**src/rtl/sats_pkg.sv**
```systemverilog
// sats_pkg: types, constants and microcode table for the serial angle to servo block
// no dependencies
`default_nettype none

package sats_pkg;

    localparam int MAX_ENTRY_CHARS = 9;
    localparam int CNT_W           = 4;
    localparam int PC_W            = 4;
    localparam int ITER_W          = 5;

    localparam logic [7:0] CH_NUL   = 8'h00;
    localparam logic [7:0] CH_TAB   = 8'h09;
    localparam logic [7:0] CH_FF    = 8'h0C;
    localparam logic [7:0] CH_CR    = 8'h0D;
    localparam logic [7:0] CH_SP    = 8'h20;
    localparam logic [7:0] CH_PLUS  = 8'h2B;
    localparam logic [7:0] CH_MINUS = 8'h2D;
    localparam logic [7:0] CH_ZERO  = 8'h30;
    localparam logic [7:0] CH_NINE  = 8'h39;

    localparam logic [1:0] KIND_ECHO = 2'd0;
    localparam logic [1:0] KIND_OK   = 2'd1;
    localparam logic [1:0] KIND_OOR  = 2'd2;

    localparam logic [1:0] REG_ANGLE_MIN = 2'd0;
    localparam logic [1:0] REG_ANGLE_MAX = 2'd1;
    localparam logic [1:0] REG_PULSE_MIN = 2'd2;
    localparam logic [1:0] REG_PULSE_MAX = 2'd3;

    localparam logic signed [15:0] ANGLE_MIN_RST = -16'sd90;
    localparam logic signed [15:0] ANGLE_MAX_RST = 16'sd90;
    localparam logic [15:0] PULSE_MIN_RST = 16'd125;
    localparam logic [15:0] PULSE_MAX_RST = 16'd625;
    localparam logic [15:0] COMPARE_RST   = 16'd500;

    typedef logic [PC_W-1:0] t_pc;

    typedef enum logic [1:0] {
        PH_WS     = 2'd0,
        PH_SIGN   = 2'd1,
        PH_DIGITS = 2'd2,
        PH_DONE   = 2'd3
    } t_phase;

    typedef enum logic [3:0] {
        OP_NOP,
        OP_FETCH,
        OP_PARSE,
        OP_SIGN,
        OP_RANGE,
        OP_MUL,
        OP_DIV,
        OP_FIN,
        OP_EMIT_ECHO,
        OP_EMIT_OK,
        OP_EMIT_OOR
    } t_op;

    typedef enum logic [2:0] {
        COND_NONE,
        COND_ALWAYS,
        COND_ZERO,
        COND_TERM,
        COND_OUT_RANGE,
        COND_DIV_MORE
    } t_cond;

    typedef struct packed {
        t_op   op;
        t_cond cond;
        t_pc   target;
    } t_ctl;

    typedef struct packed {
        logic in_take;
        logic out_full;
        logic byte_zero;
        logic byte_term;
        logic in_range;
        logic div_more;
    } t_stat;

    localparam t_pc ST_FETCH    = 4'd0;
    localparam t_pc ST_ZCHK     = 4'd1;
    localparam t_pc ST_TCHK     = 4'd2;
    localparam t_pc ST_PARSE    = 4'd3;
    localparam t_pc ST_ECHO     = 4'd4;
    localparam t_pc ST_SIGN     = 4'd5;
    localparam t_pc ST_RANGE    = 4'd6;
    localparam t_pc ST_RCHK     = 4'd7;
    localparam t_pc ST_MUL      = 4'd8;
    localparam t_pc ST_DIV      = 4'd9;
    localparam t_pc ST_FIN      = 4'd10;
    localparam t_pc ST_EMIT_OK  = 4'd11;
    localparam t_pc ST_EMIT_OOR = 4'd12;

    function automatic t_ctl ucode(input t_pc pc);
        t_ctl w;
        case (pc)
            ST_FETCH:    w = '{OP_FETCH,     COND_NONE,      ST_FETCH};
            ST_ZCHK:     w = '{OP_NOP,       COND_ZERO,      ST_FETCH};
            ST_TCHK:     w = '{OP_NOP,       COND_TERM,      ST_SIGN};
            ST_PARSE:    w = '{OP_PARSE,     COND_NONE,      ST_FETCH};
            ST_ECHO:     w = '{OP_EMIT_ECHO, COND_ALWAYS,    ST_FETCH};
            ST_SIGN:     w = '{OP_SIGN,      COND_NONE,      ST_FETCH};
            ST_RANGE:    w = '{OP_RANGE,     COND_NONE,      ST_FETCH};
            ST_RCHK:     w = '{OP_NOP,       COND_OUT_RANGE, ST_EMIT_OOR};
            ST_MUL:      w = '{OP_MUL,       COND_NONE,      ST_FETCH};
            ST_DIV:      w = '{OP_DIV,       COND_DIV_MORE,  ST_DIV};
            ST_FIN:      w = '{OP_FIN,       COND_NONE,      ST_FETCH};
            ST_EMIT_OK:  w = '{OP_EMIT_OK,   COND_ALWAYS,    ST_FETCH};
            ST_EMIT_OOR: w = '{OP_EMIT_OOR,  COND_ALWAYS,    ST_FETCH};
            default:     w = '{OP_NOP,       COND_ALWAYS,    ST_FETCH};
        endcase
        return w;
    endfunction

endpackage

`default_nettype wire

```
**src/rtl/sats_in_if.sv**
```systemverilog
// sats_in_if: input channel carrying one received character per word
// no dependencies
`default_nettype none

interface sats_in_if;
    logic       valid;
    logic       ready;
    logic [7:0] rx_byte;

    modport source (output valid, output rx_byte, input ready);
    modport sink (input valid, input rx_byte, output ready);
endinterface

`default_nettype wire

```
**src/rtl/sats_out_if.sv**
```systemverilog
// sats_out_if: result channel with echo, angle and compare value
// no dependencies
`default_nettype none

interface sats_out_if;
    logic               valid;
    logic               ready;
    logic [1:0]         kind;
    logic [7:0]         echo_char;
    logic signed [30:0] angle;
    logic [15:0]        pulse_compare;

    modport source (output valid, output kind, output echo_char, output angle,
                    output pulse_compare, input ready);
    modport sink (input valid, input kind, input echo_char, input angle,
                  input pulse_compare, output ready);
endinterface

`default_nettype wire

```
**src/rtl/sats_useq.sv**
```systemverilog
// sats_useq: step counter and microcode table, picks next step from status
// depends on sats_pkg
`default_nettype none

module sats_useq
    import sats_pkg::*;
(
    input  wire logic  i_clk,
    input  wire logic  i_rst_n,
    input  wire t_stat i_stat,
    output t_ctl       o_ctl
);

    t_pc  r_pc;
    t_pc  n_pc;
    t_ctl w_ctl;
    logic w_hold;
    logic w_jump;

    assign w_ctl = ucode(r_pc);
    assign o_ctl = w_ctl;

    always_comb begin
        w_hold = 1'b0;
        case (w_ctl.op)
            OP_FETCH:                            w_hold = !i_stat.in_take;
            OP_EMIT_ECHO, OP_EMIT_OK, OP_EMIT_OOR: w_hold = i_stat.out_full;
            default:                             w_hold = 1'b0;
        endcase
        case (w_ctl.cond)
            COND_ALWAYS:    w_jump = 1'b1;
            COND_ZERO:      w_jump = i_stat.byte_zero;
            COND_TERM:      w_jump = i_stat.byte_term;
            COND_OUT_RANGE: w_jump = !i_stat.in_range;
            COND_DIV_MORE:  w_jump = i_stat.div_more;
            default:        w_jump = 1'b0;
        endcase
        if (w_hold) begin
            n_pc = r_pc;
        end else if (w_jump) begin
            n_pc = w_ctl.target;
        end else begin
            n_pc = r_pc + t_pc'(1);
        end
    end

    always_ff @(posedge i_clk) begin
        if (!i_rst_n) begin
            r_pc <= ST_FETCH;
        end else begin
            r_pc <= n_pc;
        end
    end

endmodule

`default_nettype wire

```
**src/rtl/sats_dp.sv**
```systemverilog
// sats_dp: parse state, config registers, map arithmetic, divider and result register
// depends on sats_pkg; driven by sats_useq control words
`default_nettype none

module sats_dp
    import sats_pkg::*;
(
    input  wire logic        i_clk,
    input  wire logic        i_rst_n,
    input  wire t_ctl        i_ctl,
    output t_stat            o_stat,
    input  wire logic        i_cfg_we,
    input  wire logic [1:0]  i_cfg_idx,
    input  wire logic [15:0] i_cfg_data,
    input  wire logic        i_in_valid,
    output logic             o_in_ready,
    input  wire logic [7:0]  i_in_byte,
    output logic             o_out_valid,
    input  wire logic        i_out_ready,
    output logic [1:0]       o_out_kind,
    output logic [7:0]       o_out_echo,
    output logic [30:0]      o_out_angle,
    output logic [15:0]      o_out_pulse
);

    logic signed [15:0] r_amin;
    logic signed [15:0] r_amax;
    logic [15:0]        r_pmin;
    logic [15:0]        r_pmax;

    logic [7:0]         r_byte;
    logic [CNT_W-1:0]   r_count;
    t_phase             r_phase;
    logic               r_neg;
    logic [29:0]        r_accum;
    logic [15:0]        r_cmp;

    logic signed [30:0] r_angle;
    logic               r_inr;
    logic [15:0]        r_den;
    logic               r_qneg;
    logic [31:0]        r_quo;
    logic [15:0]        r_rem;
    logic [ITER_W-1:0]  r_iter;

    logic               r_ovalid;
    logic [1:0]         r_okind;
    logic [7:0]         r_oecho;
    logic [30:0]        r_oangle;
    logic [15:0]        r_opulse;

    logic               w_take;
    logic               w_full;
    logic               w_digit;
    logic               w_skip;
    logic [3:0]         w_dval;
    logic [29:0]        w_acc10;
    logic [30:0]        w_mag;
    logic signed [30:0] w_amin31;
    logic signed [30:0] w_amax31;
    logic [30:0]        w_diff31;
    logic [16:0]        w_dp;
    logic [16:0]        w_dpn;
    logic [15:0]        w_pmag;
    logic [16:0]        w_span;
    logic [16:0]        w_trial;
    logic [15:0]        w_q;
    logic [17:0]        w_qs;
    logic [17:0]        w_res;
    logic [15:0]        w_clamp;
    logic               w_emit;

    assign o_in_ready = (i_ctl.op == OP_FETCH);
    assign w_take     = i_in_valid && o_in_ready;
    assign w_full     = r_ovalid && !i_out_ready;

    assign o_stat.in_take   = w_take;
    assign o_stat.out_full  = w_full;
    assign o_stat.byte_zero = (r_byte == CH_NUL);
    assign o_stat.byte_term = (r_byte == CH_CR) || (r_byte == CH_SP);
    assign o_stat.in_range  = r_inr;
    assign o_stat.div_more  = (r_iter != {ITER_W{1'b1}});

    assign w_digit  = (r_byte >= CH_ZERO) && (r_byte <= CH_NINE);
    assign w_skip   = (r_byte >= CH_TAB) && (r_byte <= CH_FF);
    assign w_dval   = r_byte[3:0];
    assign w_acc10  = (r_accum << 3) + (r_accum << 1) + {26'd0, w_dval};
    assign w_mag    = {1'b0, r_accum};
    assign w_amin31 = {{15{r_amin[15]}}, r_amin};
    assign w_amax31 = {{15{r_amax[15]}}, r_amax};
    assign w_diff31 = r_angle - w_amin31;
    assign w_dp     = {1'b0, r_pmax} - {1'b0, r_pmin};
    assign w_dpn    = 17'd0 - w_dp;
    assign w_pmag   = w_dp[16] ? w_dpn[15:0] : w_dp[15:0];
    assign w_span   = {r_amax[15], r_amax} - {r_amin[15], r_amin};
    assign w_trial  = {r_rem, r_quo[31]} - {1'b0, r_den};
    assign w_q      = (r_den == 16'd0) ? 16'd0 : r_quo[15:0];
    assign w_qs     = r_qneg ? (18'd0 - {2'b00, w_q}) : {2'b00, w_q};
    assign w_res    = {2'b00, r_pmin} + w_qs;

    always_comb begin
        if (w_res[17]) begin
            w_clamp = 16'd0;
        end else if (w_res[16]) begin
            w_clamp = 16'hFFFF;
        end else begin
            w_clamp = w_res[15:0];
        end
        case (i_ctl.op)
            OP_EMIT_ECHO, OP_EMIT_OK, OP_EMIT_OOR: w_emit = !w_full;
            default:                             w_emit = 1'b0;
        endcase
    end

    // configuration registers
    always_ff @(posedge i_clk) begin
        if (!i_rst_n) begin
            r_amin <= ANGLE_MIN_RST;
            r_amax <= ANGLE_MAX_RST;
            r_pmin <= PULSE_MIN_RST;
            r_pmax <= PULSE_MAX_RST;
        end else if (i_cfg_we) begin
            case (i_cfg_idx)
                REG_ANGLE_MIN: r_amin <= i_cfg_data;
                REG_ANGLE_MAX: r_amax <= i_cfg_data;
                REG_PULSE_MIN: r_pmin <= i_cfg_data;
                REG_PULSE_MAX: r_pmax <= i_cfg_data;
                default:       r_amin <= r_amin;
            endcase
        end
    end

    // parse state and compare value
    always_ff @(posedge i_clk) begin
        if (!i_rst_n) begin
            r_count <= '0;
            r_phase <= PH_WS;
            r_neg   <= 1'b0;
            r_accum <= '0;
            r_cmp   <= COMPARE_RST;
        end else begin
            case (i_ctl.op)
                OP_PARSE: begin
                    if (r_count < CNT_W'(MAX_ENTRY_CHARS)) begin
                        r_count <= r_count + CNT_W'(1);
                        case (r_phase)
                            PH_WS: begin
                                if (w_skip) begin
                                    r_phase <= PH_WS;
                                end else if (r_byte == CH_PLUS || r_byte == CH_MINUS) begin
                                    r_neg   <= (r_byte == CH_MINUS);
                                    r_phase <= PH_SIGN;
                                end else if (w_digit) begin
                                    r_accum <= {26'd0, w_dval};
                                    r_phase <= PH_DIGITS;
                                end else begin
                                    r_phase <= PH_DONE;
                                end
                            end
                            PH_SIGN, PH_DIGITS: begin
                                if (w_digit) begin
                                    r_accum <= w_acc10;
                                    r_phase <= PH_DIGITS;
                                end else begin
                                    r_phase <= PH_DONE;
                                end
                            end
                            default: r_phase <= r_phase;
                        endcase
                    end
                end
                OP_FIN: r_cmp <= w_clamp;
                OP_EMIT_OK, OP_EMIT_OOR: begin
                    if (!w_full) begin
                        r_count <= '0;
                        r_phase <= PH_WS;
                        r_neg   <= 1'b0;
                        r_accum <= '0;
                    end
                end
                default: r_cmp <= r_cmp;
            endcase
        end
    end

    // arithmetic working registers
    always_ff @(posedge i_clk) begin
        if (w_take) begin
            r_byte <= i_in_byte;
        end
        case (i_ctl.op)
            OP_SIGN:  r_angle <= r_neg ? (31'd0 - w_mag) : w_mag;
            OP_RANGE: r_inr <= (r_angle >= w_amin31) && (r_angle <= w_amax31);
            OP_MUL: begin
                r_quo  <= 32'(w_diff31[15:0]) * 32'(w_pmag);
                r_qneg <= w_dp[16];
                r_den  <= w_span[15:0];
                r_rem  <= '0;
                r_iter <= '0;
            end
            OP_DIV: begin
                r_iter <= r_iter + ITER_W'(1);
                if (!w_trial[16]) begin
                    r_rem <= w_trial[15:0];
                    r_quo <= {r_quo[30:0], 1'b1};
                end else begin
                    r_rem <= {r_rem[14:0], r_quo[31]};
                    r_quo <= {r_quo[30:0], 1'b0};
                end
            end
            default: r_iter <= r_iter;
        endcase
    end

    // result register
    always_ff @(posedge i_clk) begin
        if (!i_rst_n) begin
            r_ovalid <= 1'b0;
        end else if (w_emit) begin
            r_ovalid <= 1'b1;
        end else if (i_out_ready) begin
            r_ovalid <= 1'b0;
        end
    end

    always_ff @(posedge i_clk) begin
        if (w_emit) begin
            r_opulse <= r_cmp;
            case (i_ctl.op)
                OP_EMIT_ECHO: begin
                    r_okind  <= KIND_ECHO;
                    r_oecho  <= r_byte;
                    r_oangle <= '0;
                end
                OP_EMIT_OK: begin
                    r_okind  <= KIND_OK;
                    r_oecho  <= '0;
                    r_oangle <= r_angle;
                end
                default: begin
                    r_okind  <= KIND_OOR;
                    r_oecho  <= '0;
                    r_oangle <= r_angle;
                end
            endcase
        end
    end

    assign o_out_valid = r_ovalid;
    assign o_out_kind  = r_okind;
    assign o_out_echo  = r_oecho;
    assign o_out_angle = r_oangle;
    assign o_out_pulse = r_opulse;

endmodule

`default_nettype wire

```
**src/rtl/serial_angle_to_servo_pulse.sv**
```systemverilog
// serial_angle_to_servo_pulse: top level, joins the microcode sequencer and the datapath
// depends on sats_pkg, sats_in_if, sats_out_if, sats_useq, sats_dp
//
// channel   dir  word                                       handshake
// i_in      in   rx_byte[7:0]                               valid/ready
// o_out     out  kind[1:0] echo_char[7:0] angle[30:0]       valid/ready
//                pulse_compare[15:0]
// cfg       in   i_cfg_idx[1:0] i_cfg_data[15:0]            i_cfg_we, no wait
//
// zero byte: dropped; any other non-terminator: parsed, then echoed through the result register
// carriage return or space: sign, range check, multiply, bit-serial divide, clamp, emit
// out-of-range angle: the range check goes straight to the out-of-range emit step
// one word in flight; a full result register stalls the emit step
// synchronous active-low reset restarts the sequencer at the fetch step
`default_nettype none

module serial_angle_to_servo_pulse
    import sats_pkg::*;
(
    input  wire logic        i_clk,
    input  wire logic        i_rst_n,
    sats_in_if.sink          i_in,
    sats_out_if.source       o_out,
    input  wire logic        i_cfg_we,
    input  wire logic [1:0]  i_cfg_idx,
    input  wire logic [15:0] i_cfg_data
);

    t_ctl        w_ctl;
    t_stat       w_stat;
    logic [30:0] w_angle;

    sats_useq u_useq (
        .i_clk   (i_clk),
        .i_rst_n (i_rst_n),
        .i_stat  (w_stat),
        .o_ctl   (w_ctl)
    );

    sats_dp u_dp (
        .i_clk       (i_clk),
        .i_rst_n     (i_rst_n),
        .i_ctl       (w_ctl),
        .o_stat      (w_stat),
        .i_cfg_we    (i_cfg_we),
        .i_cfg_idx   (i_cfg_idx),
        .i_cfg_data  (i_cfg_data),
        .i_in_valid  (i_in.valid),
        .o_in_ready  (i_in.ready),
        .i_in_byte   (i_in.rx_byte),
        .o_out_valid (o_out.valid),
        .i_out_ready (o_out.ready),
        .o_out_kind  (o_out.kind),
        .o_out_echo  (o_out.echo_char),
        .o_out_angle (w_angle),
        .o_out_pulse (o_out.pulse_compare)
    );

    assign o_out.angle = w_angle;

endmodule

`default_nettype wire

```
**src/flat_wrapper.sv**
```systemverilog
// flat-port wrapper written by rule: the top's interface ports become plain ports
module serial_angle_to_servo_pulse_flat import sats_pkg::*;
  (i_clk, i_rst_n, i_cfg_we, i_cfg_idx, i_cfg_data, i_in_valid, i_in_rx_byte, i_in_ready, o_out_valid, o_out_kind, o_out_echo_char, o_out_angle, o_out_pulse_compare, o_out_ready);
  sats_in_if i_in_i ();
  sats_out_if o_out_i ();
  input  wire logic i_clk;
  input  wire logic i_rst_n;
  input  wire logic i_cfg_we;
  input  wire logic [1:0] i_cfg_idx;
  input  wire logic [15:0] i_cfg_data;
  input wire logic [$bits(i_in_i.valid)-1:0] i_in_valid;
  input wire logic [$bits(i_in_i.rx_byte)-1:0] i_in_rx_byte;
  output wire logic [$bits(i_in_i.ready)-1:0] i_in_ready;
  output wire logic [$bits(o_out_i.valid)-1:0] o_out_valid;
  output wire logic [$bits(o_out_i.kind)-1:0] o_out_kind;
  output wire logic [$bits(o_out_i.echo_char)-1:0] o_out_echo_char;
  output wire logic [$bits(o_out_i.angle)-1:0] o_out_angle;
  output wire logic [$bits(o_out_i.pulse_compare)-1:0] o_out_pulse_compare;
  input wire logic [$bits(o_out_i.ready)-1:0] o_out_ready;
  assign i_in_i.valid = i_in_valid;
  assign i_in_i.rx_byte = i_in_rx_byte;
  assign i_in_ready = i_in_i.ready;
  assign o_out_valid = o_out_i.valid;
  assign o_out_kind = o_out_i.kind;
  assign o_out_echo_char = o_out_i.echo_char;
  assign o_out_angle = o_out_i.angle;
  assign o_out_pulse_compare = o_out_i.pulse_compare;
  assign o_out_i.ready = o_out_ready;
  serial_angle_to_servo_pulse u_core (.i_clk(i_clk), .i_rst_n(i_rst_n), .i_in(i_in_i), .o_out(o_out_i), .i_cfg_we(i_cfg_we), .i_cfg_idx(i_cfg_idx), .i_cfg_data(i_cfg_data));
endmodule
```
**config.mk**
```make
export PLATFORM = sky130hd
export DESIGN_NAME = serial_angle_to_servo_pulse_flat
export DESIGN_NICKNAME = d
export VERILOG_FILES = /design/src/rtl/sats_pkg.sv /design/src/rtl/sats_in_if.sv /design/src/rtl/sats_out_if.sv /design/src/rtl/sats_useq.sv /design/src/rtl/sats_dp.sv /design/src/rtl/serial_angle_to_servo_pulse.sv /design/src/flat_wrapper.sv
export SDC_FILE = /design/constraint.sdc
export NUM_CORES = 1
export LEC_CHECK = 0
export BUFFER_PORTS_ARGS = -buffer_cell sky130_fd_sc_hd__buf_2
export CORE_UTILIZATION = 23
export CTS_CLUSTER_DIAMETER = 40
export DETAILED_ROUTE_END_ITERATION = 10
export PLACE_DENSITY_LB_ADDON = 0.12
export SYNTH_ARGS = -nofsm -noshare
export SYNTH_HDL_FRONTEND = slang
export SYNTH_SLANG_ARGS = --single-unit
```
**constraint.sdc**
```tcl
create_clock -name i_clk -period 26.2 [get_ports i_clk]
set_clock_uncertainty 0.1 [all_clocks]
set_input_delay 2.62 -clock i_clk [delete_from_list [all_inputs] [get_ports i_clk]]
set_output_delay 2.62 -clock i_clk [all_outputs]
set_load 0.05 [all_outputs]
```
==> flow_metrics.py <==
metrics = {
    "yosys": {
        "async_flop_share_pct": 0,
        "synth_fp_nets": 3572,
        "netlist.area_leader.share_pct": 18.2,
        "yosysTopAreaCell": "edfxtp_1",
        "yosys-top-cells-area": "edfxtp_1 (18%), fa_1 (15%), ha_1 (13%), dfxtp_1 (9.5%), nand2_1 (5.5%)",
        "ys.flop_type": "edfxtp_1",
        "syn_area_um2": 27600,
        "synth.distinct_cells": 86,
        "syn_inst": 3044,
        "ys_warn_count": 0,
        "syn_avg_cell_area_um2": 9.06,
        "synth-edff-count": 167,
        "yosysSeqAreaShare_pct": 27.7,
        "ys_seq_elements": 298,
    },
    "die": {
        "die_w_um": 348,
        "rows": 126,
        "boundaryPins": 90,
        "die_y_um": 348,
        "initial_core_util_pct": 23.3,
        "dieArea_um2": 121000,
        "core_area_um2": 118000,
    },
    "place": {
        "portBuffers": 89,
        "dpl.hpwl_mm": 68.6,
        "gp_congestion": 0.805,
        "dp_slack_ps": 15820,
    },
    "status": {
        "status": "completed",
    },
    "cts": {
        "htree_levels": 3,
        "cts_made_buffers": 77,
        "tritoncts": "built",
        "cts_resized": 0,
        "cts_setup_buffers": 0,
        "cts.sinks": 298,
        "clk_pin_slew_ps": 50,
        "clock-root-buffer": "clkbuf_16",
        "hold_buffers": 0,
        "cts_max_path_buffers": 3,
        "clk_latency_ps": 640,
    },
    "hold_path": {
        "hp-class": "flip-flop to flip-flop",
    },
    "route": {
        "firstDrtPassIters": 5,
        "drt-total-wl_mm": 86.4,
        "routedWlPerCell_um": 17.9,
        "drc": 0,
        "dr.first_iter.drc_count": 1036,
        "ant_nets": 0,
        "vias": 21400,
        "viasPerCell": 4.44,
    },
    "global_route": {
        "grt_pass1_vias": 22500,
        "gr-total-overflow": 0,
        "grt_pass1_wl_mm": 135,
        "grt_max_degree": 59,
        "grt_antenna_before_repair": 8,
        "grt_usage_pct": 14.5,
    },
    "final_layout": {
        "fillerInstances": 12700,
        "area_growth_pct": 18.6,
        "nets": 3693,
        "drive_gt1_share_pct": 8.95,
    },
    "timing": {
        "hold_viol": 0,
        "tns_ps": 0,
        "worst_hold_slack_ps": 331,
        "tightest_slew_ps": 1080,
        "fin_crit_ps": 10380,
        "fmax_mhz": 96.3,
        "layout_setup_ws_ps": 15820,
        "finalSetupViolCount": 0,
        "relSlewSlack_pct": 27.2,
        "finalCritPeriodShare_pct": 39.6,
        "drv_slew": 0,
        "rsz0062_at_grt": "false",
    },
    "worst_setup_path": {
        "rrSetupSlack_ps": 15820,
        "critical_path.max_fanout": 16,
        "required_ps": 26470,
        "path_class": "flip-flop to flip-flop",
        "cpMostUsedCell": "fa_1",
        "crit_slowest_cell": "xnor2_2",
        "max_stage_delay_ps": 680,
        "crit_path_end_kind": "flip-flop",
        "cp.arrival_ps": 10650,
        "start_kind": "flip-flop",
    },
    "job": {
        "maxCapViolCount": 0,
    },
}
[sequential cells by signal, summed over array words and instances, names as in the netlist, 8 cells and up]
| name | flops |
|---|---|
| u_core.u_dp.r_pmax | 16 |
| u_core.u_dp.r_quo | 32 |
| u_core.u_dp.r_amin | 16 |
| u_core.u_dp.r_byte | 8 |
| u_core.u_dp.r_cmp | 16 |
| u_core.u_dp.r_accum | 30 |
| u_core.u_dp.r_rem | 16 |
| u_core.u_dp.o_out_echo | 8 |
| u_core.u_dp.r_angle | 31 |
| u_core.u_dp.r_amax | 16 |
| u_core.u_dp.o_out_pulse | 16 |
| u_core.u_dp.r_pmin | 16 |
| u_core.u_dp.o_out_angle | 31 |
| u_core.u_dp.r_den | 16 |
| u_core.u_useq.o_ctl | 9 |
[worst paths after layout]
path	from	endpoint	depth (start not counted)
setup reg to reg	u_core.u_dp.r_pmin[1]	u_core.u_dp.r_quo[30]	30
setup / recovery	u_core.u_dp.r_pmin[1]	u_core.u_dp.r_quo[30]	30
hold / removal	u_core.u_dp.r_cmp[3]	u_core.u_dp.o_out_pulse[3]	0
hold reg to reg	u_core.u_dp.r_cmp[3]	u_core.u_dp.o_out_pulse[3]	0
[cells in the final DEF, fill, tap and decap left out, drive strengths merged, types with 92 or more instances in the layout]
cell type and n:
nand2 407, inv 363, ha 296, fa 201, nor2 195, edfxtp 167
dfxtp 131, buf 129, a21oi 127, o21ai 126, clkbuf 104, xnor2 99
nor2b 92
[final cells by class]
cell class	count	area [um2]	area share, %
clock inverter	38	494	1.51
timing repair buffer	129	748	2.29
clock buffer	104	2130	6.52
sequential	298	7640	23.4
multi-input combinational	2301	18300	56.1
tap	1600	2000	6.12
antenna	2	5.00	0.0153
inverter	358	1340	4.11
[metrics by stage]
| stage | cells | area (um2) | util, % |
|---|---|---|---|
| 2_1_floorplan | 3044 | 27600 | - |
| 4_1_cts | 4828 | 32700 | 27.6 |
| 5_1_grt | 4829 | 32700 | 27.6 |
| 3_3_place_gp | 4686 | 30100 | 25.4 |
| 3_5_place_dp | 4686 | 30100 | 25.4 |
| 6_report | 4830 | 32700 | 27.6 |
[synthesized netlist by cell type, types with 31 or more instances]
master and instances:
a21boi_0 53, a21o_1 52, a21oi_1 127, and2_1 54, clkbuf_1 80, dfxtp_1 131
edfxtp_1 167, fa_1 201, ha_1 296, inv_1 358, nand2_1 407, nand2b_1 46
nand3_1 56, nor2_1 195, nor2b_1 92, nor3_1 40, o211ai_1 33, o21a_1 31
o21ai_0 123, xnor2_1 97, xor2_1 61
[kinds of logic (layout without fill, tap and decap cells)]
family	count (synthesis)	count (layout)	synth area share (%)
other	0	2	0
AOI/OAI and AO/OA	577	577	13.9
xor gates and xnor gates	161	161	5.20
muxes	27	27	0.990
buffers and inverters	445	629	6.10
DFF	298	298	27.7
adders and majority gates	497	497	28.0
and+or+nand+nor	1039	1039	18.1
[critical path: cells and delay by family, from the launching register on]
family                     cells  cell delay (ps)
AOI/OAI and AO/OA             10             3080
xor gates and xnor gates       1              680
adders and majority gates      8             3820
buffers and inverters          4              230
DFF                            1              450
muxes                          1              230
and+or+nand+nor                6             1500
[per-layer routing]
layer  global-route usage (%)  part of all wire, %  routed length (um)
met2                     23.7                   47               40500
met4                     4.21                  2.6                2210
met1                     19.3                   47               40800
met3                     2.40                  3.4                2940
met5                        0                0.015                  13
Power is left out: the tool's default activity adds up to more than one toggle a clock period on the data nets, which glitch-free logic cannot reach.
